==> src/rtl/bbe_pkg.sv <==
// Package for the bandwidth estimator: payload words, command and status
// structs between controller and datapath, fixed-point constants, clamp.
// No dependencies.
`timescale 1ns / 1ps
`default_nettype none
package bbe_pkg;

  localparam int unsigned BBE_QUEUE_DEPTH = 128;

  localparam logic [16:0] Q_0P8      = 17'd52429;
  localparam logic [16:0] Q_0P85     = 17'd55706;
  localparam logic [16:0] Q_0P9      = 17'd58982;
  localparam logic [16:0] Q_1P1      = 17'd72090;
  localparam logic [16:0] Q_1P2      = 17'd78643;
  localparam logic [16:0] Q_1P5      = 17'd98304;
  localparam logic [16:0] BYTE_SCALE = 17'd8000;

  localparam logic [2:0] MODE_INIT    = 3'd0;
  localparam logic [2:0] MODE_STARVE  = 3'd1;
  localparam logic [2:0] MODE_PROBE   = 3'd2;
  localparam logic [2:0] MODE_APPLIM  = 3'd3;
  localparam logic [2:0] MODE_BW      = 3'd4;

  localparam logic [1:0] TREND_STABLE = 2'd0;
  localparam logic [1:0] TREND_INC    = 2'd1;
  localparam logic [1:0] TREND_DEC    = 2'd2;

  typedef enum logic [1:0] {
    CFG_INIT, CFG_MIN, CFG_MAX, CFG_WIN
  } cfg_idx_t;

  typedef enum logic [3:0] {
    MUL_NONE, MUL_BYTES, MUL_RTT12, MUL_BW08, MUL_BTL085,
    MUL_DEL11, MUL_RTT15, MUL_SAFE085, MUL_RAW08, MUL_CUR09
  } mul_op_t;

  typedef enum logic { RD_HEAD, RD_BACK } rd_sel_t;
  typedef enum logic { Q_RTT, Q_BW } qsel_t;

  typedef struct packed {
    logic [39:0] sample_time;
    logic [23:0] rcvd_bytes;
    logic [19:0] raw_rtt;
    logic [23:0] buffer_level;
    logic [31:0] smoothed_throughput;
    logic [19:0] smoothed_rtt;
    logic [19:0] jitter;
  } in_word_t;

  typedef struct packed {
    logic [25:0] bitrate_estimate;
    logic [1:0]  trend_code;
    logic [2:0]  mode_code;
    logic        sample_accepted;
  } out_word_t;

  typedef struct packed {
    logic    load_in;
    logic    gap_step;
    logic    div_start;
    mul_op_t mul_op;
    rd_sel_t rd_sel;
    logic    front1_cap;
    logic    app_cap;
    qsel_t   q_sel;
    logic    pop;
    logic    push;
    logic    exp_pop;
    logic    front2_cap;
    logic    safe_cap;
    logic    decide;
    logic    trend_cap;
    logic    load_out;
  } bbe_cmd_t;

  typedef struct packed {
    logic gap_ok;
    logic div_done;
    logic q_empty;
    logic pop_hit;
    logic exp_hit;
    logic rtt_nz;
    logic bw_need;
  } bbe_stat_t;

  function automatic logic [25:0] clamp_rate(input logic [31:0] v,
                                             input logic [25:0] lo,
                                             input logic [25:0] hi);
    logic [31:0] r;
    r = v;
    if (r < {6'd0, lo}) r = {6'd0, lo};
    if (r > {6'd0, hi}) r = {6'd0, hi};
    return r[25:0];
  endfunction

endpackage
`default_nettype wire

==> src/rtl/bbe_ctrl.sv <==
// Controller: sequences one sample through gap check, division, queue walks
// and estimate update, and owns the input and output handshakes.
// Depends on bbe_pkg.
`timescale 1ns / 1ps
`default_nettype none
module bbe_ctrl
  import bbe_pkg::*;
(
  input  wire logic      clk,
  input  wire logic      rst_n,
  input  wire logic      in_valid,
  output logic           in_stall,
  output logic           out_valid,
  input  wire logic      out_stall,
  input  wire bbe_stat_t st,
  output bbe_cmd_t       cmd
);

  typedef enum logic [5:0] {
    S_IDLE, S_GAP, S_MBYTES, S_MW1, S_DIVST, S_DIV, S_FR1, S_FR1W,
    S_MAPP1, S_MAPP2, S_MAPPW, S_APPL, S_QSEL, S_POPRD, S_POPCMP, S_PUSH,
    S_EXPRD, S_EXPCMP, S_FR2, S_FR2W, S_MBTL, S_MDEL, S_MRTT, S_MW3,
    S_SAFE, S_MSAFE, S_MRAW, S_MW4, S_DECIDE, S_MCUR, S_MW5, S_TREND, S_DONE
  } state_t;

  state_t state_r;
  qsel_t  qsel_r;
  logic   out_valid_r;
  logic   slot_free;

  assign slot_free = !out_valid_r || !out_stall;
  assign in_stall  = state_r != S_IDLE;
  assign out_valid = out_valid_r;

  always_comb begin
    cmd            = '0;
    cmd.mul_op     = MUL_NONE;
    cmd.rd_sel     = RD_HEAD;
    cmd.q_sel      = qsel_r;
    case (state_r)
      S_IDLE:   cmd.load_in    = in_valid;
      S_GAP:    cmd.gap_step   = 1'b1;
      S_MBYTES: cmd.mul_op     = MUL_BYTES;
      S_DIVST:  cmd.div_start  = 1'b1;
      S_FR1W:   cmd.front1_cap = 1'b1;
      S_MAPP1:  cmd.mul_op     = MUL_RTT12;
      S_MAPP2:  cmd.mul_op     = MUL_BW08;
      S_APPL:   cmd.app_cap    = 1'b1;
      S_POPRD:  cmd.rd_sel     = RD_BACK;
      S_POPCMP: cmd.pop        = st.pop_hit;
      S_PUSH:   cmd.push       = 1'b1;
      S_EXPCMP: cmd.exp_pop    = st.exp_hit;
      S_FR2W:   cmd.front2_cap = 1'b1;
      S_MBTL:   cmd.mul_op     = MUL_BTL085;
      S_MDEL:   cmd.mul_op     = MUL_DEL11;
      S_MRTT:   cmd.mul_op     = MUL_RTT15;
      S_SAFE:   cmd.safe_cap   = 1'b1;
      S_MSAFE:  cmd.mul_op     = MUL_SAFE085;
      S_MRAW:   cmd.mul_op     = MUL_RAW08;
      S_DECIDE: cmd.decide     = 1'b1;
      S_MCUR:   cmd.mul_op     = MUL_CUR09;
      S_TREND:  cmd.trend_cap  = 1'b1;
      S_DONE:   cmd.load_out   = slot_free;
      default:  ;
    endcase
  end

  always_ff @(posedge clk) begin
    if (!rst_n) begin
      state_r     <= S_IDLE;
      qsel_r      <= Q_RTT;
      out_valid_r <= 1'b0;
    end else begin
      if (out_valid_r && !out_stall && state_r != S_DONE) out_valid_r <= 1'b0;
      case (state_r)
        S_IDLE:   if (in_valid) state_r <= S_GAP;
        S_GAP:    state_r <= st.gap_ok ? S_MBYTES : S_DONE;
        S_MBYTES: state_r <= S_MW1;
        S_MW1:    state_r <= S_DIVST;
        S_DIVST:  state_r <= S_DIV;
        S_DIV:    if (st.div_done) state_r <= S_FR1;
        S_FR1:    state_r <= S_FR1W;
        S_FR1W:   state_r <= S_MAPP1;
        S_MAPP1:  state_r <= S_MAPP2;
        S_MAPP2:  state_r <= S_MAPPW;
        S_MAPPW:  state_r <= S_APPL;
        S_APPL:   state_r <= S_QSEL;
        S_QSEL: begin
          if (st.rtt_nz) begin
            qsel_r  <= Q_RTT;
            state_r <= S_POPRD;
          end else if (st.bw_need) begin
            qsel_r  <= Q_BW;
            state_r <= S_POPRD;
          end else begin
            state_r <= S_FR2;
          end
        end
        S_POPRD:  state_r <= st.q_empty ? S_PUSH : S_POPCMP;
        S_POPCMP: state_r <= st.pop_hit ? S_POPRD : S_PUSH;
        S_PUSH:   state_r <= S_EXPRD;
        S_EXPRD, S_EXPCMP: begin
          if ((state_r == S_EXPRD && !st.q_empty) || (state_r == S_EXPCMP && st.exp_hit)) begin
            state_r <= (state_r == S_EXPRD) ? S_EXPCMP : S_EXPRD;
          end else if (qsel_r == Q_RTT && st.bw_need) begin
            qsel_r  <= Q_BW;
            state_r <= S_POPRD;
          end else begin
            state_r <= S_FR2;
          end
        end
        S_FR2:    state_r <= S_FR2W;
        S_FR2W:   state_r <= S_MBTL;
        S_MBTL:   state_r <= S_MDEL;
        S_MDEL:   state_r <= S_MRTT;
        S_MRTT:   state_r <= S_MW3;
        S_MW3:    state_r <= S_SAFE;
        S_SAFE:   state_r <= S_MSAFE;
        S_MSAFE:  state_r <= S_MRAW;
        S_MRAW:   state_r <= S_MW4;
        S_MW4:    state_r <= S_DECIDE;
        S_DECIDE: state_r <= S_MCUR;
        S_MCUR:   state_r <= S_MW5;
        S_MW5:    state_r <= S_TREND;
        S_TREND:  state_r <= S_DONE;
        S_DONE: begin
          if (slot_free) begin
            out_valid_r <= 1'b1;
            state_r     <= S_IDLE;
          end
        end
        default:  state_r <= S_IDLE;
      endcase
    end
  end

endmodule
`default_nettype wire

==> config.mk <==
export PLATFORM = sky130hd
export DESIGN_NAME = bbe_ctrl
export DESIGN_NICKNAME = d
export VERILOG_FILES = /design/src/rtl/bbe_pkg.sv /design/src/rtl/bbe_ctrl.sv
export SDC_FILE = /design/constraint.sdc
export NUM_CORES = 1
export LEC_CHECK = 0
export BUFFER_PORTS_ARGS = -buffer_cell sky130_fd_sc_hd__clkbuf_2
export CAP_MARGIN = 20
export CORE_UTILIZATION = 30
export DETAILED_ROUTE_END_ITERATION = 8
export REMOVE_ABC_BUFFERS = 1
export SETUP_SLACK_MARGIN = 0.15
export SYNTH_ARGS = -nofsm -noshare
export SYNTH_HDL_FRONTEND = slang
export SYNTH_SLANG_ARGS = --single-unit
==> constraint.sdc <==
create_clock -name clk -period 2.2 [get_ports clk]
set_clock_uncertainty 0.05 [all_clocks]
set_input_delay 0.11 -clock clk [delete_from_list [all_inputs] [get_ports clk]]
set_output_delay 0.11 -clock clk [all_outputs]
set_load 0.01 [all_outputs]
## Yosys cells after proc, flatten, opt, wreduce, memory -nomap -nowiden

Cells that the tools add are included.

- Bitwise operators: 1
- Multiplexer cells: 35
- Equality and inequality tests: 39
- Reductions and logical operators: 16

Operators by type and width:

| operator | count |
|---|---|
| $pmux W6 S32 | 1 |
| $eq A6 B5 Y1 const B | 16 |
| $eq A6 B4 Y1 const B | 8 |
| $pmux W4 S9 | 1 |
| $eq A6 B3 Y1 const B | 4 |
| $mux W6 | 4 |
| $mux W1 | 23 |
| $mux W5 | 4 |
| $eq A6 B2 Y1 const B | 2 |
| $ne A2 B2 Y1 const B | 5 |
| $eq A6 B1 Y1 const B | 1 |
| $eq A6 B6 Y1 const B | 1 |
| $logic_not A6 Y1 | 1 |
| $ne A6 B6 Y1 const B | 1 |
| $reduce_bool A6 Y1 | 1 |
| $logic_and A1 B1 Y1 | 5 |
| $reduce_and A4 Y1 | 1 |
| $logic_not A1 Y1 | 3 |
| $ne A3 B3 Y1 const B | 1 |
| $reduce_and A3 Y1 | 1 |
| $logic_or A1 B1 Y1 | 2 |
| $mux W2 | 1 |
| $pmux W1 S2 | 1 |
| $reduce_bool A2 Y1 | 1 |
| 2 further kinds | 2 |

- Bits in registers: 8
- Bits of input ports: 11
- Logic and storage cells: 94
- Output and inout bits: 21

## Logic depth before layout (Yosys ltp)

Gate-level depths: netlist (run 1).

- Word-level depth: 6
- Mapped depth: 6
- Mapped depth without buffers: 4

## Worst setup path before layout (run 1)

OpenSTA, ideal clock, no wires.

- Path kind: register to register
- Start point: register state_r[2]
- End point: register state_r[2]
- Setup slack: 511 ps
- Buffers on the path: 1
- Stages on the path, launching flop included: 6
- Setup time: 60 ps
- Clock period less this slack: 1689 ps
- Arrival time: 1579 ps
- Path through: dfxtp_1 > buf_6 > or2_4 > or3_4 > a2111oi_4 > o41a_1

- Word-level cells in the longest chain between the ends: 5
- Elaborated cells between the ends (all ways): 43
- Classes of those cells: eq/ne (35); mux (2); reduce/logical (6)

RTL lines:

| item | line | source |
|---|---|---|
| from (decl) | bbe_ctrl.sv:26 | `state_t state_r;` |
| from (signal assigned) | bbe_ctrl.sv:77 | `S_GAP: state_r <= st.gap_ok ? S_MBYTES : S_DONE;` |
| from (signal assigned) | bbe_ctrl.sv:99 | `S_POPRD: state_r <= st.q_empty ? S_PUSH : S_POPCMP;` |
| from (signal assigned) | bbe_ctrl.sv:100 | `S_POPCMP: state_r <= st.pop_hit ? S_POPRD : S_PUSH;` |
| $eq A6 B5 Y1 | bbe_ctrl.sv:75, bbe_ctrl.sv:103 |  |
| $logic_and A1 B1 Y1 | bbe_ctrl.sv:103 | `if ((state_r == S_EXPRD && !st.q_empty) \|\| (state_r == S_EXPCMP && st.exp_hit)) begin` |
| $logic_or A1 B1 Y1 | bbe_ctrl.sv:103 |  |
| $mux W5 | bbe_ctrl.sv:103 |  |
| $pmux W6 S32 | bbe_ctrl.sv:75 | `case (state_r)` |

Parallel ways exist; a longest one is shown, timed or not.
A chain may end at the register's enable or synchronous reset.

## Worst setup path after layout (run 1)

- Start point: register state_r[4]
- End point: register state_r[1]

Same word-level chain as after synthesis.

==> out/qor.yml, run 1 <==
cp_num_buf_inv: 0
worstPathCellList: "nand4bb_1 > nor4_1 > a31oi_1 > a311oi_1"
clk_latency_ps: 270
worstPathArrival_ps: 2030
antenna_found_initial: 0
hold_path_class: "in -> reg"
rows: 19
numClockSinks: 8
ys_types: 40
num_antenna_cells: 0
grt_pass1_wl_mm: 4.843
timing.fmax_mhz: 524.5
syn_area_sq_um: 875.8
clockRootBuffer: "clkbuf_4"
cp_slowest_cell: "dfxtp_1"
r2r_cells: 4
grt_use_met2: 0.2772
fin_crit_sh: 0.8667
gr-usage-met3: 0.07442
place_hpwl_mm: 2.179
grt_overflow: 0
syn_inst: 125
worst_slack_ps: 293.3
status: "finished clean"
grt_max_degree: 17
die_w_microns: 56.03
hold_depth: 3
htree_levels: 1
power_density_mw_per_mm2: 383.7
ant_nets: 0
cpPeakStageDelay_ps: 480
route.detailed.drc: 0
path_class: "reg -> reg"
drv_cap: 0
grt_pass1_vias: 1037
layout_min_cycle_time_ps: 1907
place_ws_ps: 346.4
clkSlewWorstSetupHoldPaths_ps: 60
globalplace.congestion: 0.8715
vias_per_cell: 5.861
die_h_microns: 56.03
use_met1: 0.2585
max-slew-margin-rel: 0.6308
nFillCells: 305
maxSlewViolCount: 0
p_leak_uw: 0.0004437
vias: 1096
register_area_sq_um: 162.7
grt_use_total: 0.1947
numCtsBuffers: 3
nets: 169
holdWs_ps: 68.98
post_cts_buffers: 0
multiInputGateArea_sq_um: 664.4
start_util: 0.3176
yosys_register_bits: 8
rsz0062_at_grt: "false"
cts-resized-gates: 0
tns_ps: 0
startpoint_type: "flip-flop"
synth_area_per_cell_sq_um: 7.007
crit_required_ps: 2320
cp_num_cells: 4
worstMarginPinSlew_ps: 553.1
grt-busiest-layer: "met2"
yosysSeqAreaShare: 0.1829
ioPinCount: 32
firstDrtPassIters: 4
drive_gt1_frac: 0.3141
port_buffers: 31
vdd_drop_max_v: 0.0002855
hold_buffers: 0
core_sq_mm: 0.002758
critPathCaptureType: "flip-flop"
syn2layout_area_growth_pct: 26.43
path_max_fanout: 16
drt_wl_total_mm: 2.830
dieArea_sq_mm: 0.003139
cts_tree: "done"
crit_family: "simple AND/OR/NAND/NOR gates"
dr.first_iter.drc_count: 43
clockBufferDepth: 2
routedWlPerCell_microns: 15.13
setup_viol: 0
final-hold-violation-count: 0
yosys_warnings: 0
==> path summary, 6_finish.rpt <==
path	from	endpoint	slack, ps
setup reg to reg	state_r[4]$_SDFFE_PN0P_	state_r[1]$_SDFFE_PN0P_	290
hold reg to reg	out_valid$_SDFF_PN0_	out_valid$_SDFF_PN0_	470
hold / removal	out_stall	out_valid$_SDFF_PN0_	70
setup / recovery	state_r[4]$_SDFFE_PN0P_	state_r[1]$_SDFFE_PN0P_	290
==> cell families after synthesis <==
kind of cell	synth area share
AOI/OAI and AO/OA	0.2986
xor gates and xnor gates	0.02000
buffers and inverters	0.07571
DFF	0.1829
muxes	0.01143
and+or+nand+nor	0.4114
==> worst register-to-register path, cell delays in order (launching register included) <==
cell and delay [ps]:
dfxtp_1 480, nand4bb_1 420, nor4_1 460, a31oi_1 100, a311oi_1 310
==> cell type report <==
type	count	share of cell area
Multi-Input combinational cell	104	0.6000
Timing Repair Buffer	38	0.1876
Sequential cell	8	0.1469
Tap cell	31	0.03503
Clock buffer	3	0.02034
Inverter	3	0.01017
==> metal layers <==
metal / vias to the layer above / wire length (microns)
li1: 530 / -
met1: 506 / 1235
met2: 51 / 1277
met3: 9 / 258
met4: 0 / 59
met5: - / 0
==> placed cells by master (no fill, tap or decap), types with 2 or more instances in the layout <==
master and n:
a21oi_1 7, dfxtp_2 2, nor4_1 4, clkbuf_4 3, nor2b_1 6, nand2b_1 6, inv_1 3, clkbuf_2 31
a31oi_1 5, nand2_1 8, dfxtp_1 6, and3_1 2, o21bai_1 2, o21ai_0 7, nor2_1 12, a211oi_1 2
nand3_1 4, o41a_1 3, nor3_1 13, buf_4 7, xnor2_1 2
==> flip-flops by register name, summed over array words and instances (netlist names) <==
signal / flops
state_r: 6
out_valid: 1
qsel_r: 1
==> where the power goes <==
part           total [uW]  leakage (uW)  internal, uW  switching, uW
Clock                 122     0.0000138          63.0           58.6
Combinational         140      0.000364          58.6           81.8
Sequential            163     0.0000659           151           11.8
Total                 425      0.000444           273            152
==> cell usage after synthesis, drive strengths merged <==
cell type  instances  share of area
nor3              13          0.074
nor2              12          0.051
dfxtp              8           0.18
nand2              8          0.034
a21oi              7          0.040
buf                7          0.050
nor2b              7          0.050
o21ai              7          0.040
nand2b             6          0.043
a31oi              5          0.036
nor4               5          0.036
nand3              4          0.023
clkbuf             3          0.013
inv                3          0.013
o41a               3          0.039
a211oi             2          0.017
and3               2          0.014
nor4b              2          0.020
o21bai             2          0.017
or2                2          0.017
or3                2          0.020
xnor2              2          0.020
a2111oi            1          0.031
a211o              1          0.010
a21boi             1         0.0086
a21o               1         0.0086
a2bb2oi            1          0.010
a311oi             1          0.010
and2               1         0.0071
mux2i              1          0.011
nand4bb            1          0.013
nor3b              1         0.0086
o311a              1          0.011
o311ai             1          0.010
o31a               1          0.010
==> through the flow <==
stage	cell area [sq um]	util	total power [uW]	cells
CTS	1090	0.3952	424.1	187
global placement	1067	0.3870	299.2	184
floorplan	820.8	-	244.4	115
global route	1107	0.4015	455.2	187
detailed placement	1067	0.3870	301.9	184
finish	1107	0.4015	424.9	187
Note: power is estimated with default switching activity, not from simulation.
==> run 2: changes to the inputs <==
Settings changed: BUFFER_PORTS_ARGS -buffer_cell sky130_fd_sc_hd__clkbuf_2 to unset, CORE_UTILIZATION 30 to 50, DONT_BUFFER_PORTS set to 1.
==> run 2 against run 1 <==
  * The flow now finishes with violations (design-rule violations)
  * Utilization grew 21 points
  * Final area down 13%
  * Count of clock-buffer cells in the layout did not move
  * Sequential power is 4% higher
  * Non-clock buffer count decreased by 27
  * Critical path depth down 1
  * Critical path type is now reg -> out
  * Largest power group unchanged
==> out/qor.yml, run 2 (synthesis gave the netlist of run 1 again) <==
route.detailed.drc: 5  # +5
r2r-start: "state_r[1]$_SDFFE_PN0P_"
vias_per_cell: 6.772  # +16%
nets: 142  # -16%
critPathCaptureType: "output port"
globalplace.congestion: 0.8536  # -2.1%
clk_latency_ps: 270  # about the same
holdWs_ps: 57.84  # -11.15 ps
final-hold-violation-count: 0  # unchanged
grt_pass1_wl_mm: 4.174  # -14%
multiInputGateArea_sq_um: 658.1  # -0.94%
ioPinCount: 32  # unchanged
crit_required_ps: 2040  # -280 ps
rsz0062_at_grt: "false"
dr.first_iter.drc_count: 43  # unchanged
max-slew-margin-rel: 0.6635  # +0.03277
post_cts_buffers: 0  # unchanged
maxSlewViolCount: 0  # unchanged
crit_family: "simple AND/OR/NAND/NOR gates"
setup_viol: 0  # unchanged
startpoint_type: "flip-flop"
numClockSinks: 8  # unchanged
worst_r2r_endpoint: "state_r[5]$_SDFFE_PN0P_"
p_leak_uw: 0.0003200  # -28%
drive_gt1_frac: 0.1318  # -0.1823
firstDrtPassIters: 6  # +2
register_area_sq_um: 161.4  # -0.77%
vias: 982  # -10%
num_antenna_cells: 0  # unchanged
dieArea_sq_mm: 0.001923  # -39%
hold_depth: 2  # -1
die_h_microns: 43.86  # -22%
numCtsBuffers: 3  # unchanged
htree_levels: 1  # unchanged
rows: 14  # -5
die_w_microns: 43.86  # -22%
routedWlPerCell_microns: 17.97  # +19%
syn2layout_area_growth_pct: 10.00
clkSlewWorstSetupHoldPaths_ps: 60  # about the same
ant_nets: 0  # unchanged
min_to: "state_r[1]$_SDFFE_PN0P_"
cp_num_buf_inv: 1  # +1
tns_ps: 0  # unchanged
mostFrequentLayoutCells: "13 x nor3_1, 12 x nor2_1, 8 x nand2_1, 8 x buf_4"
grt_pass1_vias: 944  # -9.0%
fin_crit_sh: 0.8843  # +0.01764
path_max_fanout: 13  # -3
timing.fmax_mhz: 514.0  # -2.0%
largest-register: "state_r"
hold_start: "st[5]"
status: "finished, violations left"
reg2reg_slack_ps: 340  # +50 ps
worstPathArrival_ps: 1790  # -240 ps
cpPeakStageDelay_ps: 630  # +150 ps
vdd_drop_max_v: 0.0003790  # +33%
grt_overflow: 0  # unchanged
core_sq_mm: 0.001577  # -43%
clockRootBuffer: "clkbuf_4"
layout_min_cycle_time_ps: 1946  # +38.81 ps
grt_max_degree: 14  # -3
place_hpwl_mm: 1.946  # -11%
hold_path_class: "in -> reg"
power_uw: 397.3  # -6.5%
port_buffers: 0  # -100%
layout_commonest_cell: "nor3_1"
start_util: 0.5556  # +0.2380
antenna_found_initial: 0  # unchanged
drv_cap: 0  # unchanged
nFillCells: 163  # -47%
violations: "design-rule violations"
drt_wl_total_mm: 2.606  # -7.9%
cp_slowest_cell: "dfxtp_1"
power_density_mw_per_mm2: 412.4  # +7.5%
worstMarginPinSlew_ps: 500.1  # -53.01 ps
clockBufferDepth: 2  # unchanged
path_class: "reg -> out"
cp_num_cells: 3  # -1
cts_tree: "done"
grt_use_total: 0.2921  # +0.09738
worstPathCellList: "nand2_1 > buf_4 > nor3_1"
r2r_cells: 4  # unchanged
largest_reg_flops: 6  # unchanged
## run 2: worst max-delay path by stage
stage / endpoint / from / slack (ps)
floorplan: state_r[2]$_SDFFE_PN0P_ / state_r[2]$_SDFFE_PN0P_ / 450
global placement: state_r[2]$_SDFFE_PN0P_ / state_r[2]$_SDFFE_PN0P_ / 440
detailed placement: cmd[13] / state_r[3]$_SDFFE_PN0P_ / 380
CTS: cmd[13] / state_r[3]$_SDFFE_PN0P_ / 220
global route: cmd[10] / state_r[1]$_SDFFE_PN0P_ / 190
finish: cmd[1] / state_r[1]$_SDFFE_PN0P_ / 250
## run 2: where the power goes
part / switching (uW) / leakage (uW) / total (uW) / internal [uW]
sequential: 18.2 / 0.0000654 / 169 / 151
combinational: 63.7 / 0.000241 / 110 / 45.9
clock: 55.7 / 0.0000138 / 119 / 62.8
## run 2: metal layers
layer  GRT usage  vias to the layer above  part of all wire
li1            -                      477                 -
met1      0.3864                      457              0.46
met2      0.4597                       42              0.46
met3     0.09167                        6             0.068
met4     0.07879                        0             0.018
met5           0                        -                 0
## run 2: timing repair
action                                  in CTS  in global routing
endpoints found under the setup margin       1                  3
gates resized for setup                      1                  2
hold buffers                                 3                  0
endpoints found under the hold margin        6                  0
## run 2: final cells by class
class,instances,area share
clock buffers,3,0.02338
inverters,3,0.01169
multi-input cells,104,0.6831
flip-flops and latches,8,0.1675
well taps,16,0.02078
repair buffers,11,0.09351
## run 2: worst reg2reg max path, cell delays in order, from the launching register on
cell and delay [ps]:
dfxtp_1 630, nand2_1 280, buf_4 230, nor3_1 380
o31a_1 230
## run 2: per-stage QoR
stage / utilization / cells / cell area (sq um) / setup slack [ps]
floorplan: - / 115 / 820.8 / 454.2
global placement: 0.5714 / 139 / 900.9 / 435.7
detailed placement: 0.5714 / 139 / 900.9 / 382.8
CTS: 0.6063 / 145 / 955.9 / 220.5
global route: 0.6111 / 145 / 963.4 / 185.4
finish: 0.6111 / 145 / 963.4 / 254.5
==> run 3: changes to the inputs <==
Settings changed: CORE_ASPECT_RATIO set to 0.9.
==> run 3 against run 2 <==
  * The flow now finishes without violations
  * Sequential power down 3%
  * Non-clock buffer count unchanged
  * Wire length down 4.4%
  * Final area up 0.39%
  * Clock power about the same
  * Sequential share of layout area down 0.19 points
  * Count of clock-buffer cells in the layout unchanged
  * Final cell count up 4.1%
  * Critical path depth up 1
  * Setup slack better by 52 ps
  * Critical endpoint is now cmd[0]
==> out/qor.yml, run 3 (synthesis gave the netlist of run 1 again) <==
dieArea_sq_mm: 0.001923  # about the same
rows: 13  # -1
grt_use_total: 0.2703  # -0.02176
timing.fmax_mhz: 528.1  # +2.7%
antenna_found_initial: 0  # unchanged
path_max_fanout: 10  # -3
place_hpwl_mm: 1.881  # -3.3%
maxSlewViolCount: 0  # unchanged
post_cts_buffers: 0  # unchanged
drive_gt1_frac: 0.1163  # -0.01550
ioPinCount: 32  # unchanged
htree_levels: 1  # unchanged
tns_ps: 0  # unchanged
grt_use_met2: 0.3803  # -0.07942
place_ws_ps: 264.9  # -117.9 ps
startpoint_type: "flip-flop"
fin_util: 0.6259  # +0.01480
largest_reg_flops: 6  # unchanged
vias: 993  # +1.1%
final-hold-violation-count: 0  # unchanged
grt_pass1_vias: 816  # -14%
port_buffers: 0  # unchanged
r2r_cells: 4  # unchanged
crit_required_ps: 2040  # about the same
drt_wl_total_mm: 2.491  # -4.4%
max-slew-margin-rel: 0.6573  # -0.006190
p_leak_uw: 0.0003206  # +0.18%
setup_viol: 0  # unchanged
netSwitchingPower_uw: 137.3  # -0.21%
start_util: 0.5668  # +0.01125
routedWlPerCell_microns: 16.50  # -8.2%
grt_max_degree: 15  # +1
largest-register: "state_r"
firstDrtPassIters: 4  # -2
fin_area_sq_um: 967.2  # +0.39%
path_class: "reg -> out"
grt_pass1_wl_mm: 3.850  # -7.8%
die_h_microns: 41.71  # -4.9%
clkSlewWorstSetupHoldPaths_ps: 50  # about the same
drv_cap: 0  # unchanged
p_int_uw: 262.4  # +1.0%
numClockSinks: 8  # unchanged
p_seq_frac: 0.410  # -0.016
clk_latency_ps: 260  # about the same
syn2layout_area_growth_pct: 10.43
vias_per_cell: 6.576  # -2.9%
globalplace.congestion: 0.9131  # +7.0%
hold_depth: 2  # unchanged
use_met1: 0.3995  # +0.01310
clockBufferDepth: 2  # unchanged
swShare: 0.3436  # -0.002765
core_sq_mm: 0.001545  # -2.0%
hold_path_class: "in -> reg"
power_density_mw_per_mm2: 413.3  # +0.20%
fin_crit_sh: 0.8608  # -0.02356
p_clk_frac: 0.297  # about the same
place_area_sq_um: 908.4  # +0.83%
num_antenna_cells: 0  # unchanged
worst_slack_ps: 306.3  # +51.83 ps
layout_min_cycle_time_ps: 1894  # -51.83 ps
ant_nets: 0  # unchanged
route.detailed.drc: 0  # -5
cts_tree: "done"
status: "finished clean"
rsz0062_at_grt: "false"
dr.first_iter.drc_count: 45  # +4.7%
worstMarginPinSlew_ps: 510.1  # +9.971 ps
grt-busiest-layer: "met1"
comb_power_share: 0.293  # +0.017
clockRootBuffer: "clkbuf_4"
worstPathArrival_ps: 1730  # -60 ps
gr-usage-met3: 0.06957  # -0.02210
layout_commonest_cell: "nor3_1"
numCtsBuffers: 3  # unchanged
critPathCaptureType: "output port"
nets: 142  # unchanged
power_uw: 399.7  # +0.59%
vdd_drop_max_v: 0.0004640  # +22%
grt_overflow: 0  # unchanged
die_w_microns: 46.12  # +5.2%
mostFrequentLayoutCells: "13 x nor3_1, 12 x nor2_1, 8 x nand2_1, 8 x dfxtp_1, 8 x buf_4"
[run 3: power by group through the flow]
stage / registers, uW / clock network (uW) / logic (uW)
3_3_place_gp: 166 / 0 / 109
3_5_place_dp: 166 / 0 / 108
4_1_cts: 164 / 118 / 115
5_1_grt: 164 / 127 / 131
6_report: 164 / 119 / 117
2_1_floorplan: 171 / 0 / 73.9
[run 3: final timing paths]
path | slack [ps] | start | endpoint
setup reg to reg | 320 | state_r[2]$_SDFFE_PN0P_ | state_r[2]$_SDFFE_PN0P_
hold / removal | 80 | st[0] | qsel_r$_SDFFE_PN0P_
hold reg to reg | 520 | out_valid$_SDFF_PN0_ | out_valid$_SDFF_PN0_
setup / recovery | 310 | state_r[3]$_SDFFE_PN0P_ | cmd[0]
[run 3: cell type report]
class | count | area (sq um)
timing repair buffer | 11 | 90.09
tap | 22 | 27.53
sequential | 8 | 160.2
fill | 147 | 578.1
clock buffer | 3 | 22.52
inverter | 3 | 11.26
multi-input combinational | 104 | 655.6
[run 3: stage by stage]
stage	std cells	hold WS [ps]
CTS	151	75.89
global placement	145	189.2
detailed placement	145	192.1
global route	151	76.72
finish	151	78.09
floorplan	115	187.9
[run 3: repair_timing]
action,4_1_cts,5_1_grt
hold buffers,3,0
gates resized for setup,1,0
endpoints found under the setup margin,1,0
endpoints found under the hold margin,6,0
[run 3: routing by layer]
metal,wire (microns),part of all wire,up-vias
met2,1090,0.44,51
met4,29,0.012,0
met1,1137,0.46,456
met5,0,0,-
met3,234,0.094,4
li1,-,-,482
[run 3: critical path, cell delays in order (launching register included)]
cell	delay, ps
dfxtp_1	410
buf_4	220
nor4_2	380
nand3_1	210
a21oi_1	270
